**src/sv/scbp_pkg.sv**
```systemverilog
`timescale 1ns / 1ps
// ----------------------------------------------------------------------------
// Size-class buffer pool: shared package
// Constants, operation and status codes, register map and the structs that
// pass between the front end, the command queue and the back end.
// ----------------------------------------------------------------------------
package scbp_pkg;

	localparam int NUM_CLASSES = 16;
	localparam int STACK_DEPTH = 64;
	localparam int ADDR_WIDTH  = 32;

	localparam int CLS_W     = (NUM_CLASSES > 1) ? $clog2(NUM_CLASSES) : 1;
	localparam int CNT_W     = $clog2(STACK_DEPTH + 1);
	localparam int MEM_DEPTH = NUM_CLASSES * STACK_DEPTH;
	localparam int MEM_AW    = (MEM_DEPTH > 1) ? $clog2(MEM_DEPTH) : 1;

	localparam int BB_W    = 21;              // block_bytes
	localparam int BLK_W   = 5;               // min_blocks / max_blocks
	localparam int LEN_W   = BB_W + BLK_W;    // rounded length
	localparam int BCNT_W  = 33;              // exact block count
	localparam int DATA_W  = 32;
	localparam int PADDR_W = 5;

	localparam int DIV_STEPS = 32;
	localparam int STEP_W    = $clog2(DIV_STEPS);

	localparam int QUEUE_DEPTH = 2;
	localparam int QPTR_W      = (QUEUE_DEPTH > 1) ? $clog2(QUEUE_DEPTH) : 1;
	localparam int QCNT_W      = $clog2(QUEUE_DEPTH + 1);

	localparam logic [DATA_W-1:0] ADDR_MASK = (ADDR_WIDTH >= 32) ? 32'hFFFF_FFFF :
		32'((64'd1 << ADDR_WIDTH) - 64'd1);

	localparam logic [BB_W-1:0]   RST_BLOCK_BYTES     = 21'd16384;
	localparam logic [BLK_W-1:0]  RST_MIN_BLOCKS      = 5'd1;
	localparam logic [BLK_W-1:0]  RST_MAX_BLOCKS      = 5'd10;
	localparam logic [DATA_W-1:0] RST_MAX_ALLOC_BYTES = 32'd2097152;
	localparam logic [DATA_W-1:0] RST_MAX_CACHE_BYTES = 32'd2097152;

	typedef enum logic [1:0] {
		OP_ALLOC = 2'd0,
		OP_FREE  = 2'd1,
		OP_RESET = 2'd2,
		OP_NONE  = 2'd3
	} op_t;

	typedef enum logic [1:0] {
		ST_OK      = 2'd0,
		ST_INVALID = 2'd1,
		ST_FULL    = 2'd2,
		ST_OOM     = 2'd3
	} status_t;

	typedef enum logic [2:0] {
		REG_BLOCK_BYTES     = 3'd0,
		REG_MIN_BLOCKS      = 3'd1,
		REG_MAX_BLOCKS      = 3'd2,
		REG_MAX_ALLOC_BYTES = 3'd3,
		REG_MAX_CACHE_BYTES = 3'd4,
		REG_ARENA_BYTES     = 3'd5,
		REG_ARENA_PRESENT   = 3'd6
	} reg_idx_t;

	typedef enum logic [1:0] {
		F_IDLE,
		F_DIV,
		F_ROUND,
		F_PUSH
	} front_state_t;

	typedef enum logic [1:0] {
		B_IDLE,
		B_EXEC,
		B_POP
	} back_state_t;

	typedef struct packed {
		logic [BB_W-1:0]   block_bytes;
		logic [BLK_W-1:0]  min_blocks;
		logic [BLK_W-1:0]  max_blocks;
		logic [DATA_W-1:0] max_alloc_bytes;
		logic [DATA_W-1:0] max_cache_bytes;
		logic [DATA_W-1:0] arena_bytes;
		logic              arena_present;
	} cfg_t;

	typedef struct packed {
		op_t               op;
		logic              ok;     // size maps to a class
		logic [CLS_W-1:0]  cls;
		logic [LEN_W-1:0]  len;
		logic [DATA_W-1:0] addr;
	} cmd_t;

endpackage

```
**src/sv/scbp_cmdq.sv**
```systemverilog
`timescale 1ns / 1ps
// ----------------------------------------------------------------------------
// Size-class buffer pool: command queue
// Short FIFO of classified commands between the front and back ends.
// ----------------------------------------------------------------------------
module scbp_cmdq
	import scbp_pkg::*;
(
	input  logic clk,
	input  logic arst_n,
	input  logic push,
	input  cmd_t push_data,
	output logic full,
	input  logic pop,
	output cmd_t pop_data,
	output logic empty
);

	cmd_t              entries_q [QUEUE_DEPTH];
	logic [QPTR_W-1:0] wr_q;
	logic [QPTR_W-1:0] rd_q;
	logic [QCNT_W-1:0] cnt_q;

	always_ff @(posedge clk or negedge arst_n) begin
		if (!arst_n) begin
			wr_q  <= '0;
			rd_q  <= '0;
			cnt_q <= '0;
		end else begin
			if (push) begin
				wr_q <= (wr_q == QPTR_W'(QUEUE_DEPTH - 1)) ? '0 : wr_q + 1'b1;
			end
			if (pop) begin
				rd_q <= (rd_q == QPTR_W'(QUEUE_DEPTH - 1)) ? '0 : rd_q + 1'b1;
			end
			if (push && !pop) cnt_q <= cnt_q + 1'b1;
			else if (pop && !push) cnt_q <= cnt_q - 1'b1;
		end
	end

	always_ff @(posedge clk) begin
		if (push) entries_q[wr_q] <= push_data;
	end

	assign pop_data = entries_q[rd_q];
	assign full     = cnt_q == QCNT_W'(QUEUE_DEPTH);
	assign empty    = cnt_q == '0;

endmodule

```
**config.mk**
```make
export PLATFORM = sky130hd
export DESIGN_NAME = scbp_cmdq
export DESIGN_NICKNAME = d
export VERILOG_FILES = /design/src/sv/scbp_pkg.sv /design/src/sv/scbp_cmdq.sv
export SDC_FILE = /design/constraint.sdc
export NUM_CORES = 1
export LEC_CHECK = 0
export ABC_AREA = 1
export BUFFER_PORTS_ARGS = -buffer_cell sky130_fd_sc_hd__buf_4
export CORE_ASPECT_RATIO = 0.6
export CORE_MARGIN = 8
export CORE_UTILIZATION = 55
export DETAILED_ROUTE_END_ITERATION = 8
export GPL_TIMING_DRIVEN = 0
export PLACE_DENSITY = 0.83
export SETUP_SLACK_MARGIN = 0.4
export SYNTH_ARGS = -nofsm -noshare
export SYNTH_HDL_FRONTEND = slang
export SYNTH_SLANG_ARGS = --single-unit
```
**constraint.sdc**
```tcl
create_clock -name clk -period 5.9 [get_ports clk]
set_input_delay 0.59 -clock clk [delete_from_list [all_inputs] [get_ports clk]]
set_output_delay 0.59 -clock clk [all_outputs]
set_load 0.1 [all_outputs]
```
; Word-level counts from Yosys, hierarchy flattened
; Memories as Yosys holds them, arrays and structs flattened.
; Index checks and enable logic that the tools add are counted.
[totals]
ram_bits = 130
output_inout_bits = 67
mem_count = 1
elab_cells = 21
input_bits = 69
ff_bits = 4
[classes]
reduce_logical = 6
addsub = 4
eq_ne = 1
mux = 6
[mem_list]
columns = memory, depth, word_bits, rd, rd_ports_with_merged_regs, write_ports, line
row1 = entries_q, 2, 65, 1, 0, 1, scbp_cmdq.sv:19  ; cmd_t entries_q [QUEUE_DEPTH];
[ops]
columns = op, count
row1 = $mux 1, 4
row2 = $mux 2, 2
row3 = $add 1x1->1 const B, 2
row4 = $add 2x1->2 const B, 1
row5 = $eq 2x2->1 const B, 1
row6 = $logic_and 1x1->1, 2
row7 = $logic_not 1->1, 2
row8 = $logic_not 2->1, 1
row9 = $reduce_bool 2->1, 1
row10 = $sub 2x1->2 const B, 1

; Longest topological paths before layout
[logic_depth]
word_depth = 4
ltp_mapped = 7
depth_no_buf = 7

; Worst setup path after synthesis
; Ideal clock, no wire load.
[synth_path]
path_kind = input to register
start = in push
end = mem entries_q[0][0] (netlist name) (enable)
setup_ps = 490
t_required_ps = 5410
path_stages = 2
slack_ps = 2054
arrival_time_ps = 3356
path_buffers = 0
path_cell_list = inv_1 > nor2_1
[synth_between]
elab_chain_len = 2
[synth_rtl]
columns = item, line
row1 = "start, declared", scbp_cmdq.sv:11  ; input logic push,
row2 = $mux 1, scbp_cmdq.sv:42  ; if (push) entries_q[wr_q] <= push_data;
row3 = $mux 1 (not written as such), scbp_cmdq.sv:42
row4 = "end, declared", scbp_cmdq.sv:19
; No other way between the ends.

==> results by group <==
Floorplan
  • Initial Util: between 50% and 60%
  • DIE AREA: between 0.01 and 0.015 mm²
  • Die height: 90.3 µm
  • # IOs: ~140
  • Die Width: roughly 140 µm
  • Row cnt: 27
  • Core Region: between 0.009 and 0.01 mm²

Logic synthesis
  • Syn_nets: 297
  • Syn. warnings: 0
  • Most numerous cell in the Yosys netlist: edfxtp_1
  • Cell taking the most area after synthesis: edfxtp_1
  • Most frequent cells after synthesis: edfxtp_1 (130), mux2_4 (40), mux2_2 (25), inv_1 (7)
  • FFs w/ async S/R, synth: under 10%
  • Syn avg cell area: about 22 µm²
  • Largest cells by area after synthesis: edfxtp_1 (77%), mux2_4 (12%), mux2_2 (5.6%), dfrtp_1 (2.0%), buf_6 (1.1%)
  • Commonest register cell after synthesis: edfxtp_1
  • Post-Syn Instances: 227
  • Synth unique cells: 14
  • Top-area cell type share of the netlist area: 77.2%
  • FF+latch count, synth: ~130
  • EDFF count, synth: 130
  • Sequential cell area fraction in the yosys report: about four fifths
  • Mapped Area: ~0.0051 mm²

Clocking
  • CTS buffer count: 17
  • Clock Latency Late Sink: ~400 ps
  • Root Buffer: clkbuf_16
  • # resized after CTS: 0
  • CTS tree: done
  • H-tree levels: 4
  • Clock slew at reported path FFs: 60 ps
  • Sink Count: approximately 130
  • CTS Buffer Depth: 2

Global routing
  • GRT Util Overall: around 16%
  • Initial antenna violation count: 0
  • First-pass GRT wire length: 15.6 mm
  • Pin count of the biggest net entering global routing: 40
  • Grt total ovfl: 0
  • Vias in the first global route: around 2,900

Status
  • Outcome: completed

Routing
  • Drt total wl: ~10 mm
  • Wire per inst: 19.5 µm
  • Iteration-0 DRC Markers: ~150
  • Via density: 5.04
  • Detail Route Antenna Nets: 0
  • Routed via count: 2,590
  • TritonRoute pass-1 iters: 4
  • DR DRC count: 0

Finish
  • # diodes: 0
  • Final Net Count: about 460
  • Area grow syn2layout: 36.1%
  • Share of cells above drive strength 1: between 60 and 70%

STA
  • RSZ-0062 raised after global routing: no
  • Crit path time final: ~2300 ps
  • Worst-Margin Slew: between 600 and 700 ps
  • Final Hold Violating Endpoints: 0
  • Max Transition Viols Final: 0
  • F_max: roughly 430 MHz
  • Final setup viols: 0
  • Slew Limit Headroom: between 50% and 60%
  • Final Cycle Share: between 30% and 40%
  • Setup TNS: 0 ps
  • Clk_skew: 5.03 ps

Placement
  • RePlAce Congestion: 0.740
  • Detailed Place HPWL: slightly below 7 mm
  • Number of port buffers: approximately 140

Critical path
  • Setup crit end kind: output pin
  • Worst Path Max Fanout: 10
  • CP required: around 5300 ps
  • WP data arrival: roughly 1700 ps
  • Crit Path Category: flip-flop to output pin
  • Crit path launch type: flip-flop

Run
  • Max cap viols: 0

Hold path
  • Hold crit path type: input pin to flip-flop
-- routing by layer --
layer  routed length, µm  track usage (%)  vias to the layer above
li1                    -                -                     1204
met1                4210             19.6                     1258
met2                4710             24.9                      110
met3                 924             7.70                       18
met4                 178             7.64                        0
met5                   0                0                        -
-- critical path, cell delays in order, from the launching register on --
cell	delay [ps]
dfrtp_1	380
buf_6	180
buf_6	200
mux2_4	320
buf_4	240
-- sequential cells by signal (all words and copies together), names as in the netlist --
signal	flops
rd_q	1
cnt_q	2
wr_q	1
entries_q	130
-- worst paths after layout --
kind	from	endpoint	slack, ps	depth (start not counted)
max in group asynchronous	arst_n	wr_q	5280	2
min in group asynchronous	arst_n	cnt_q[1]	520	2
hold reg to reg	cnt_q[1]	cnt_q[1]	520	2
setup reg to reg	wr_q	entries_q[1][15]	4270	3
setup / recovery	rd_q	pop_data[14]	3580	4
hold / removal	push_data[38]	entries_q[1][38]	360	1
-- final cells by class --
type | count | area (µm²)
clock inverter | 15 | 163
multi-input combinational | 79 | 970
fill | 518 | 2170
clock buffer | 17 | 425
buffer | 7 | 66.3
inverter | 7 | 26.3
sequential | 134 | 4000
tap | 116 | 145
timing repair buffer | 139 | 1080
-- layout by cell type (no fill, tap or decap), drive strengths merged --
cell type / Yosys / routed
buf: 7 / 145
bufinv: 0 / 3
clkbuf: 0 / 17
clkinv: 0 / 8
clkinvlp: 0 / 4
dfrtp: 4 / 4
dlygate4sd3: 0 / 1
edfxtp: 130 / 130
ha: 1 / 1
inv: 7 / 7
mux2: 65 / 65
nand2: 5 / 5
nand3: 1 / 1
nand4: 1 / 1
nor2: 3 / 3
xnor2: 1 / 1
xor2: 2 / 2
-- stage by stage --
| stage | cell area, µm² | hold slack, ps | util, % | instances | worst slack [ps] |
|---|---|---|---|---|---|
| CTS | 6880 | 345 | 76.0 | 514 | 3540 |
| floorplan | 5060 | 294 | - | 227 | 2050 |
| finish | 6880 | 363 | 76.0 | 514 | 3580 |
| global placement | 6220 | 388 | 68.7 | 478 | 496 |
| global route | 6880 | 348 | 76.0 | 514 | 3510 |
| detailed placement | 6280 | 393 | 69.4 | 481 | 3980 |
-- cell families (layout without fill, tap and decap cells) --
| logic type | Yosys count | count (layout) | share of synthesized area [%] |
|---|---|---|---|
| flops | 134 | 134 | 79.1 |
| mux | 65 | 65 | 17.4 |
| buf+inv | 14 | 185 | 1.83 |
| simple gates | 10 | 10 | 0.816 |
| xor+xnor | 3 | 3 | 0.520 |
| fa+ha+maj | 1 | 1 | 0.247 |
-- what timing repair did --
action | CTS | global route
hold endpoints to repair | 4 | 0
hold buffers | 1 | 0
buffers inserted | 0 | 0
setup endpoints to repair | 0 | 0
Power is left out: the tool's default activity adds up to more than one toggle a clock period on the data nets, which glitch-free logic cannot reach.
