### src/sv/scbp_pkg.sv
`timescale 1ns / 1ps
// ----------------------------------------------------------------------------
// Size-class buffer pool: shared package
// Constants, operation and status codes, register map and the structs that
// pass between the front end, the command queue and the back end.
// ----------------------------------------------------------------------------
package scbp_pkg;

	localparam int NUM_CLASSES = 16;
	localparam int STACK_DEPTH = 64;
	localparam int ADDR_WIDTH  = 32;

	localparam int CLS_W     = (NUM_CLASSES > 1) ? $clog2(NUM_CLASSES) : 1;
	localparam int CNT_W     = $clog2(STACK_DEPTH + 1);
	localparam int MEM_DEPTH = NUM_CLASSES * STACK_DEPTH;
	localparam int MEM_AW    = (MEM_DEPTH > 1) ? $clog2(MEM_DEPTH) : 1;

	localparam int BB_W    = 21;              // block_bytes
	localparam int BLK_W   = 5;               // min_blocks / max_blocks
	localparam int LEN_W   = BB_W + BLK_W;    // rounded length
	localparam int BCNT_W  = 33;              // exact block count
	localparam int DATA_W  = 32;
	localparam int PADDR_W = 5;

	localparam int DIV_STEPS = 32;
	localparam int STEP_W    = $clog2(DIV_STEPS);

	localparam int QUEUE_DEPTH = 2;
	localparam int QPTR_W      = (QUEUE_DEPTH > 1) ? $clog2(QUEUE_DEPTH) : 1;
	localparam int QCNT_W      = $clog2(QUEUE_DEPTH + 1);

	localparam logic [DATA_W-1:0] ADDR_MASK = (ADDR_WIDTH >= 32) ? 32'hFFFF_FFFF :
		32'((64'd1 << ADDR_WIDTH) - 64'd1);

	localparam logic [BB_W-1:0]   RST_BLOCK_BYTES     = 21'd16384;
	localparam logic [BLK_W-1:0]  RST_MIN_BLOCKS      = 5'd1;
	localparam logic [BLK_W-1:0]  RST_MAX_BLOCKS      = 5'd10;
	localparam logic [DATA_W-1:0] RST_MAX_ALLOC_BYTES = 32'd2097152;
	localparam logic [DATA_W-1:0] RST_MAX_CACHE_BYTES = 32'd2097152;

	typedef enum logic [1:0] {
		OP_ALLOC = 2'd0,
		OP_FREE  = 2'd1,
		OP_RESET = 2'd2,
		OP_NONE  = 2'd3
	} op_t;

	typedef enum logic [1:0] {
		ST_OK      = 2'd0,
		ST_INVALID = 2'd1,
		ST_FULL    = 2'd2,
		ST_OOM     = 2'd3
	} status_t;

	typedef enum logic [2:0] {
		REG_BLOCK_BYTES     = 3'd0,
		REG_MIN_BLOCKS      = 3'd1,
		REG_MAX_BLOCKS      = 3'd2,
		REG_MAX_ALLOC_BYTES = 3'd3,
		REG_MAX_CACHE_BYTES = 3'd4,
		REG_ARENA_BYTES     = 3'd5,
		REG_ARENA_PRESENT   = 3'd6
	} reg_idx_t;

	typedef enum logic [1:0] {
		F_IDLE,
		F_DIV,
		F_ROUND,
		F_PUSH
	} front_state_t;

	typedef enum logic [1:0] {
		B_IDLE,
		B_EXEC,
		B_POP
	} back_state_t;

	typedef struct packed {
		logic [BB_W-1:0]   block_bytes;
		logic [BLK_W-1:0]  min_blocks;
		logic [BLK_W-1:0]  max_blocks;
		logic [DATA_W-1:0] max_alloc_bytes;
		logic [DATA_W-1:0] max_cache_bytes;
		logic [DATA_W-1:0] arena_bytes;
		logic              arena_present;
	} cfg_t;

	typedef struct packed {
		op_t               op;
		logic              ok;     // size maps to a class
		logic [CLS_W-1:0]  cls;
		logic [LEN_W-1:0]  len;
		logic [DATA_W-1:0] addr;
	} cmd_t;

endpackage

### src/sv/scbp_div.sv
`timescale 1ns / 1ps
// ----------------------------------------------------------------------------
// Size-class buffer pool: block divider
// Restoring divider, one quotient bit per cycle.
// ----------------------------------------------------------------------------
module scbp_div
	import scbp_pkg::*;
(
	input  logic              clk,
	input  logic              arst_n,
	input  logic              start,
	input  logic [DATA_W-1:0] dividend,
	input  logic [BB_W-1:0]   divisor,
	output logic              done,
	output logic [DATA_W-1:0] quotient,
	output logic              rem_nz
);

	logic              busy_q;
	logic              done_q;
	logic [STEP_W-1:0] step_q;
	logic [DATA_W-1:0] quo_q;
	logic [BB_W-1:0]   rem_q;
	logic [BB_W:0]     trial;
	logic [BB_W:0]     diff;
	logic              ge;

	assign trial = {rem_q, quo_q[DATA_W-1]};
	assign ge    = trial >= {1'b0, divisor};
	assign diff  = trial - {1'b0, divisor};

	always_ff @(posedge clk or negedge arst_n) begin
		if (!arst_n) begin
			busy_q <= 1'b0;
			done_q <= 1'b0;
			step_q <= '0;
		end else begin
			done_q <= 1'b0;
			if (start) begin
				busy_q <= 1'b1;
				step_q <= '0;
			end else if (busy_q) begin
				step_q <= step_q + 1'b1;
				if (step_q == STEP_W'(DIV_STEPS - 1)) begin
					busy_q <= 1'b0;
					done_q <= 1'b1;
				end
			end
		end
	end

	always_ff @(posedge clk) begin
		if (start) begin
			quo_q <= dividend;
			rem_q <= '0;
		end else if (busy_q) begin
			quo_q <= {quo_q[DATA_W-2:0], ge};
			rem_q <= ge ? diff[BB_W-1:0] : trial[BB_W-1:0];
		end
	end

	assign done     = done_q;
	assign quotient = quo_q;
	assign rem_nz   = rem_q != '0;

endmodule

### src/sv/scbp_front.sv
`timescale 1ns / 1ps
// ----------------------------------------------------------------------------
// Size-class buffer pool: front end
// Accepts a transaction, rounds the byte count to blocks and picks the class.
// ----------------------------------------------------------------------------
module scbp_front
	import scbp_pkg::*;
(
	input  logic              clk,
	input  logic              arst_n,
	input  cfg_t              cfg,
	input  logic              in_valid,
	output logic              in_ready,
	input  logic [1:0]        operation,
	input  logic [DATA_W-1:0] request_bytes,
	input  logic [DATA_W-1:0] buffer_addr,
	output logic              push,
	input  logic              full,
	output cmd_t              cmd
);

	front_state_t      state_q, state_d;
	cmd_t              cmd_q;
	logic [BCNT_W-1:0] blocks_q;
	logic              in_fire;
	logic              needs_div;
	logic              div_start;
	logic              div_done;
	logic [DATA_W-1:0] div_quo;
	logic              div_rem_nz;
	op_t               op;
	logic [BLK_W-1:0]  blk;
	logic [BLK_W-1:0]  blk_off;
	logic              cls_ok;

	assign op        = op_t'(operation);
	assign in_fire   = in_valid && in_ready;
	assign needs_div = (op == OP_ALLOC || op == OP_FREE) && cfg.block_bytes != '0;

	scbp_div u_div (
		.clk      (clk),
		.arst_n   (arst_n),
		.start    (div_start),
		.dividend (request_bytes),
		.divisor  (cfg.block_bytes),
		.done     (div_done),
		.quotient (div_quo),
		.rem_nz   (div_rem_nz)
	);

	// Class check on the exact block count
	assign blk     = blocks_q[BLK_W-1:0];
	assign blk_off = blk - cfg.min_blocks;
	assign cls_ok  = blocks_q[BCNT_W-1:BLK_W] == '0 && blk >= cfg.min_blocks &&
		blk <= cfg.max_blocks && int'(blk_off) < NUM_CLASSES;

	always_comb begin
		state_d = state_q;
		unique case (state_q)
			F_IDLE: begin
				if (in_fire) state_d = needs_div ? F_DIV : F_PUSH;
			end
			F_DIV: begin
				if (div_done) state_d = F_ROUND;
			end
			F_ROUND: state_d = F_PUSH;
			F_PUSH: begin
				if (!full) state_d = F_IDLE;
			end
			default: state_d = F_IDLE;
		endcase
	end

	always_comb begin
		in_ready  = state_q == F_IDLE;
		div_start = in_fire && needs_div;
		push      = state_q == F_PUSH && !full;
	end

	always_ff @(posedge clk or negedge arst_n) begin
		if (!arst_n) begin
			state_q <= F_IDLE;
		end else begin
			state_q <= state_d;
		end
	end

	always_ff @(posedge clk) begin
		if (in_fire) begin
			cmd_q.op   <= op;
			cmd_q.ok   <= 1'b0;
			cmd_q.cls  <= '0;
			cmd_q.len  <= '0;
			cmd_q.addr <= buffer_addr & ADDR_MASK;
		end else if (state_q == F_ROUND) begin
			cmd_q.ok  <= cls_ok;
			cmd_q.cls <= CLS_W'(blk_off);
			cmd_q.len <= LEN_W'(blk) * LEN_W'(cfg.block_bytes);
		end
		if (div_done) begin
			blocks_q <= BCNT_W'(div_quo) + BCNT_W'(div_rem_nz);
		end
	end

	assign cmd = cmd_q;

endmodule

### config.mk
export PLATFORM = sky130hd
export DESIGN_NAME = scbp_front
export DESIGN_NICKNAME = d
export VERILOG_FILES = /design/src/sv/scbp_pkg.sv /design/src/sv/scbp_div.sv /design/src/sv/scbp_front.sv
export SDC_FILE = /design/constraint.sdc
export NUM_CORES = 1
export LEC_CHECK = 0
export CELL_PAD_IN_SITES_DETAIL_PLACEMENT = 1
export CELL_PAD_IN_SITES_GLOBAL_PLACEMENT = 1
export CORE_ASPECT_RATIO = 0.75
export CORE_MARGIN = 5
export CORE_UTILIZATION = 53
export DETAILED_ROUTE_END_ITERATION = 7
export DONT_BUFFER_PORTS = 1
export PLACE_DENSITY_LB_ADDON = 0.3
export SLEW_MARGIN = 0
export SYNTH_ARGS = -nofsm -noshare
export SYNTH_HDL_FRONTEND = slang
export SYNTH_SLANG_ARGS = --single-unit
### constraint.sdc
create_clock -name clk -period 11.1 [get_ports clk]
set_clock_uncertainty 0.15 [all_clocks]
set_input_delay 2.22 -clock clk [delete_from_list [all_inputs] [get_ports clk]]
set_output_delay 2.22 -clock clk [all_outputs]
set_load 0.02 [all_outputs]
After elaboration in Yosys (flattened, before gate mapping)
Index checks and enable logic that the tools add are counted.

word-level totals
  word-level logic and storage cells = 61
  register bits after elaboration = 160
  bits of input ports = 198
  output and inout port bits = 67

cells by class
  multiplexer cells = 16
  reduce and logical (&&, ||, !) cells = 16
  eq/ne operators = 8
  multiply operators = 1
  add/sub/neg operators = 4
  $lt $le $gt $ge = 4

operators with widths
  kind                 count
  $mux 32              2
  $reduce_bool 21->1   2
  $add 32x1->33        1
  $logic_not 28->1     1
  $mul 5x21->26        1
  $ge 22x21->1         1
  $mux 21              1
  $sub 21x21->21       1
  $mux 5               2
  $mux 2               4
  $pmux 2 s4           1
  $logic_and 1x1->1    7
  $mux 1               6
  $add 5x1->5 const B  1
  $eq 5x5->1 const B   1
  $ge 5x5->1           1
  $le 5x5->1           1
  $lt 5x5->1 const B   1
  $sub 5x5->5          1
  $eq 2x1->1 const B   2
  $eq 2x2->1 const B   2
  $logic_not 2->1      2
  $ne 2x1->1 const B   2
  $reduce_and 3->1     1
  other kinds (4)      4

Longest topological paths before layout
  word-level depth = 6
  depth in mapped cells = 17

By module
From an unflattened synthesis, not the netlist that was laid out.

unflattened totals
  cells, all modules = 1122
  area total of the unflattened synthesis = 11294.6 um^2

by module, submodules not included
  module      area an instance (um^2)  cells an instance  seq. area each (um^2)  times used
  scbp_front  7504.7                   741                2682.6                 1
  scbp_div    3789.9                   381                1556.5                 1

Least setup slack after synthesis
Ideal clock, no wire load.

  kind = input-to-reg
  start = input cfg[113] in the netlist's numbering
  end = register cmd_q, in the netlist cmd[57]
  setup slack = 5021 ps
  arrival = 5807 ps
  buffers on the path = 1
  stages on the path = 15
  required time = 10828 ps
  path through = and2_1 fa_1 fa_1 inv_1 fa_1 inv_1 ha_1 clkbuf_1 a21o_1 a2111oi_0 a211o_1 o211ai_1 o2111ai_1 a311o_1 nand3_1

on the way
  word-level cells in the longest chain between the ends = 1

ends and longest elaborated chain
  element          line              source
  start, declared  scbp_front.sv:11  input cfg_t cfg,
  $mul 5x21->26    scbp_front.sv:98  cmd_q.len <= LEN_W'(blk) * LEN_W'(cfg.block_bytes);
  end, declared    scbp_front.sv:23  cmd_t cmd_q;

Every way passes these cells.
A chain may end at the register's enable or synchronous reset.

Worst setup path after layout
  start = input cfg[112] in the netlist's numbering
  end = register cmd_q, in the netlist cmd[56]

The elaborated chain is that of the path after synthesis.

==> impl_results.md <==
* H-tree depth at 4
* Delay-heaviest family, CP: adder cells
* Tot GR Track Use at a little over a quarter
* Core area at ~21000 sq um
* Sequential-to-total area share from yosys stat at between 30% and 40%
* Hold Path Class: reg2reg
* Top FF cell, synth: edfxtp_1
* Crit path top cell by count: fa_1
* Clock root buffer: clkbuf_16
* CP Class: in2reg
* Vias per cell at slightly below 6
* Synthesized flop and latch total at between 150 and 200
* Placer Congestion at around 0.9
* Worst Path Required at roughly 11 ns
* Status: complete, no violations
* Later-pin clock latency in the skew report at roughly 0.44 ns
* Ports at 265
* Max Cap Viol at 0
* First-pass detailed-route iteration total at 5
* Buf+Inv Stages, Crit Path at 2
* Clock slew at reported path FFs at 0.07 ns
* Vias in the first global route at 9153
* Crit-path max cell delay at 0.55 ns
* CP Launch Type: input port
* Critical path arrival at 6.49 ns
* Hold Vio Cnt, Final at 0
* Yosys warnings at 0
* Max Buffers Root-to-Sink at 2
* DRT iter0 DRCs at between 600 and 700
* # DRC at 0
* Worst Setup End Kind: register
* Util after Layout at between 50% and 60%
* Port bufs at 0
* Syn Inst Count at between 1000 and 1500
* P per Cell Area at 256.6 nW/um^2
* Clock Sinks at 160
* CTS tree: done
* Average size of a mapped cell at ~9.5 sq um
* Routed len/inst at about 21 um
* Max stage delay cell, worst path: fa_1
* Async SR Flop Fraction at between 5 and 6%
* Die area at 24330 sq um
* RSZ-0062 raised after global routing: no
* Largest net degree at the start of global routing at 61
* Area Overhead vs Synth at 7.487%
* Setup tns final at 0 ns
* Syn Nets at around 1500
* Setup bufs post-CTS at 0
* Num rows at 46
* Maximum vdd drop at around 150 uV
* HPWL after detailed placement at between 20 and 25 mm
* Initial Util at around 54%
* Die Y at about 140 um
* Cts hold-fix bufs at 0
* Number of diodes at 0
* Post-CTS sizing at 0
* Distinct cells, synth at just under 70
* Actual slew at the worst max-slew pin at approximately 1.1 ns
* LEAKAGE at about 5.3 nW
* Via Count at roughly 8700
* Die width at between 150 and 200 um
* Tcrit/Tclk final at between 50% and 60%
* Final Slew Violations at 0
* Antenna Nets Post-Route at 0
* Final Setup Violations at 0
* Fill cells at 2392
* Total Wirelength at 31.40 mm
* First-pass GRT wire length at roughly 50 mm
* Critical path cell sequence: and2_1 > fa_1 > fa_1 > inv_1 > fa_1 > inv_1 > ha_1 > a2111oi_0 > o21ai_0 > a32oi_1 > a31oi_1 > a41oi_1 > mux2i_1 > nand2_1
* F_max at ~0.16 GHz
* Layout cells sized above 1 at roughly 5.4%
* Minimum clock period at approximately 6.3 ns
* Post-synth EDFFs at 99
* Cell Area, Synth at 11280 sq um
* CTS Buf Count at 17
* Layout Nets at between 1500 and 2000
* GR Overflow Total at 0
* Rel. slew slack at between 20% and 30%
* Initial antenna violation count at 0
* Crit Path Max Fanout at 6
[synthesized netlist by cell type (3+ instances only)]
master / n / area [sq um]
o21a_1: 8 / 60.06
a21oi_2: 3 / 26.28
xnor2_1: 38 / 332.8
nand4_1: 15 / 93.84
a211oi_1: 13 / 97.59
nand2b_1: 4 / 25.02
dfxtp_1: 52 / 1041
edfxtp_1: 99 / 2973
nor2b_1: 10 / 62.56
and2_1: 56 / 350.3
xor2_1: 25 / 219.0
o211ai_1: 3 / 22.52
inv_1: 122 / 457.9
clkbuf_1: 27 / 101.4
nor2_1: 95 / 356.6
o21ai_1: 7 / 35.03
o21ai_0: 36 / 180.2
nor4_1: 15 / 93.84
nor3_1: 18 / 90.09
nand3b_1: 3 / 22.52
dfrtp_1: 9 / 225.2
a32oi_1: 5 / 43.79
a31oi_1: 10 / 62.56
buf_1: 4 / 15.01
nand2_1: 167 / 626.9
ha_1: 73 / 913.4
mux2i_1: 32 / 320.3
clkinv_1: 3 / 11.26
fa_1: 59 / 1181
nand3_1: 29 / 145.1
buf_2: 5 / 25.02
a21oi_1: 54 / 270.3
a2111oi_0: 4 / 35.03
a21o_1: 18 / 135.1
or2_2: 4 / 25.02
o21bai_1: 5 / 37.54
and3_1: 20 / 125.1
[worst min-delay path: cells and delay by family (launching register included)]
family	cells	cell delay, ns
AOI/OAI and AO/OA	1	0.05
DFF	1	0.34
and+or+nand+nor	1	0.09
[final timing paths]
kind,start,endpoint,slack [ns],depth (start not counted)
min,u_div.rem_q[0],u_div.rem_q[0],0.37,2
min in group asynchronous,arst_n,u_div.step_q[4],1.32,0
max reg2reg,blocks_q[2],cmd[56],5.63,14
max,cfg[112],cmd[56],4.78,14
max in group asynchronous,arst_n,state_q[0],9.40,0
min reg2reg,u_div.rem_q[0],u_div.rem_q[0],0.37,2
[flip-flops by register name, indices dropped and copies added, names as in the netlist]
register and flops:
u_div.step_q 5, cmd 65, u_div.rem_q 21, blocks_q 33
u_div.done 1, u_div.busy_q 1, state_q 2, u_div.quotient 32
[layer usage]
| metal | GRT usage (%) | share of wire [%] |
|---|---|---|
| met2 | 42.91 | 47 |
| met4 | 7.030 | 2.2 |
| met5 | 0 | 0 |
| met3 | 5.088 | 6.0 |
| met1 | 35.64 | 45 |
[metrics by stage]
step / setup WS [ns] / cell area, sq um / power, W / instances / hold WS, ns
4_1_cts: 4.830 / 12120 / 0.003120 / 1480 / 0.3737
2_1_floorplan: 5.021 / 11280 / 0.002142 / 1192 / 0.3183
3_3_place_gp: 4.582 / 11520 / 0.002395 / 1448 / 0.3514
6_report: 4.777 / 12120 / 0.003111 / 1480 / 0.3732
3_5_place_dp: 4.591 / 11520 / 0.002483 / 1448 / 0.3592
5_1_grt: 4.318 / 12120 / 0.003332 / 1480 / 0.3947
[layout by cell type (no fill, tap or decap), types with 4 or more instances in the layout]
cell type / netlist / layout
nand2_1: 167 / 167
inv_1: 122 / 121
edfxtp_1: 99 / 99
nor2_1: 95 / 94
ha_1: 73 / 72
fa_1: 59 / 59
and2_1: 56 / 56
a21oi_1: 54 / 54
dfxtp_1: 52 / 52
xnor2_1: 38 / 38
o21ai_0: 36 / 36
mux2i_1: 32 / 32
nand3_1: 29 / 29
xor2_1: 25 / 25
and3_1: 20 / 20
nor3_1: 18 / 18
a21o_1: 18 / 18
clkbuf_16: 0 / 17
nor4_1: 15 / 15
nand4_1: 15 / 15
a211oi_1: 13 / 13
nor2b_1: 10 / 10
a31oi_1: 10 / 10
dfrtp_1: 9 / 9
o21a_1: 8 / 8
o21ai_1: 7 / 7
inv_8: 0 / 6
buf_4: 0 / 6
a32oi_1: 5 / 5
o21bai_1: 5 / 5
or2_2: 4 / 4
a2111oi_0: 4 / 4
nand2b_1: 4 / 4
[cell type report]
cell class                 count  area (sq um)  area share [%]
clock buffer                  17         425.4           3.509
tap                          288         360.3           2.972
timing repair buffer           6         45.04          0.3715
clock inverter                15         181.4           1.496
multi-input combinational    869          6404           52.82
sequential                   160          4239           34.96
inverter                     125         469.2           3.870
[power by group]
part / internal, W / switching [W] / leakage, nW
combinational: 0.000535 / 0.000793 / 3.56
sequential: 0.000898 / 0.000270 / 1.49
clock: 0.000325 / 0.000289 / 0.296
[logic make-up after synthesis]
| logic type | share of synthesized area, % |
|---|---|
| simple gates | 18.89 |
| compound gates | 11.07 |
| buf+inv | 5.690 |
| flops | 37.58 |
| fa+ha+maj | 18.57 |
| xor+xnor | 4.892 |
| mux | 3.306 |
Power figures use the tool's default switching activity.
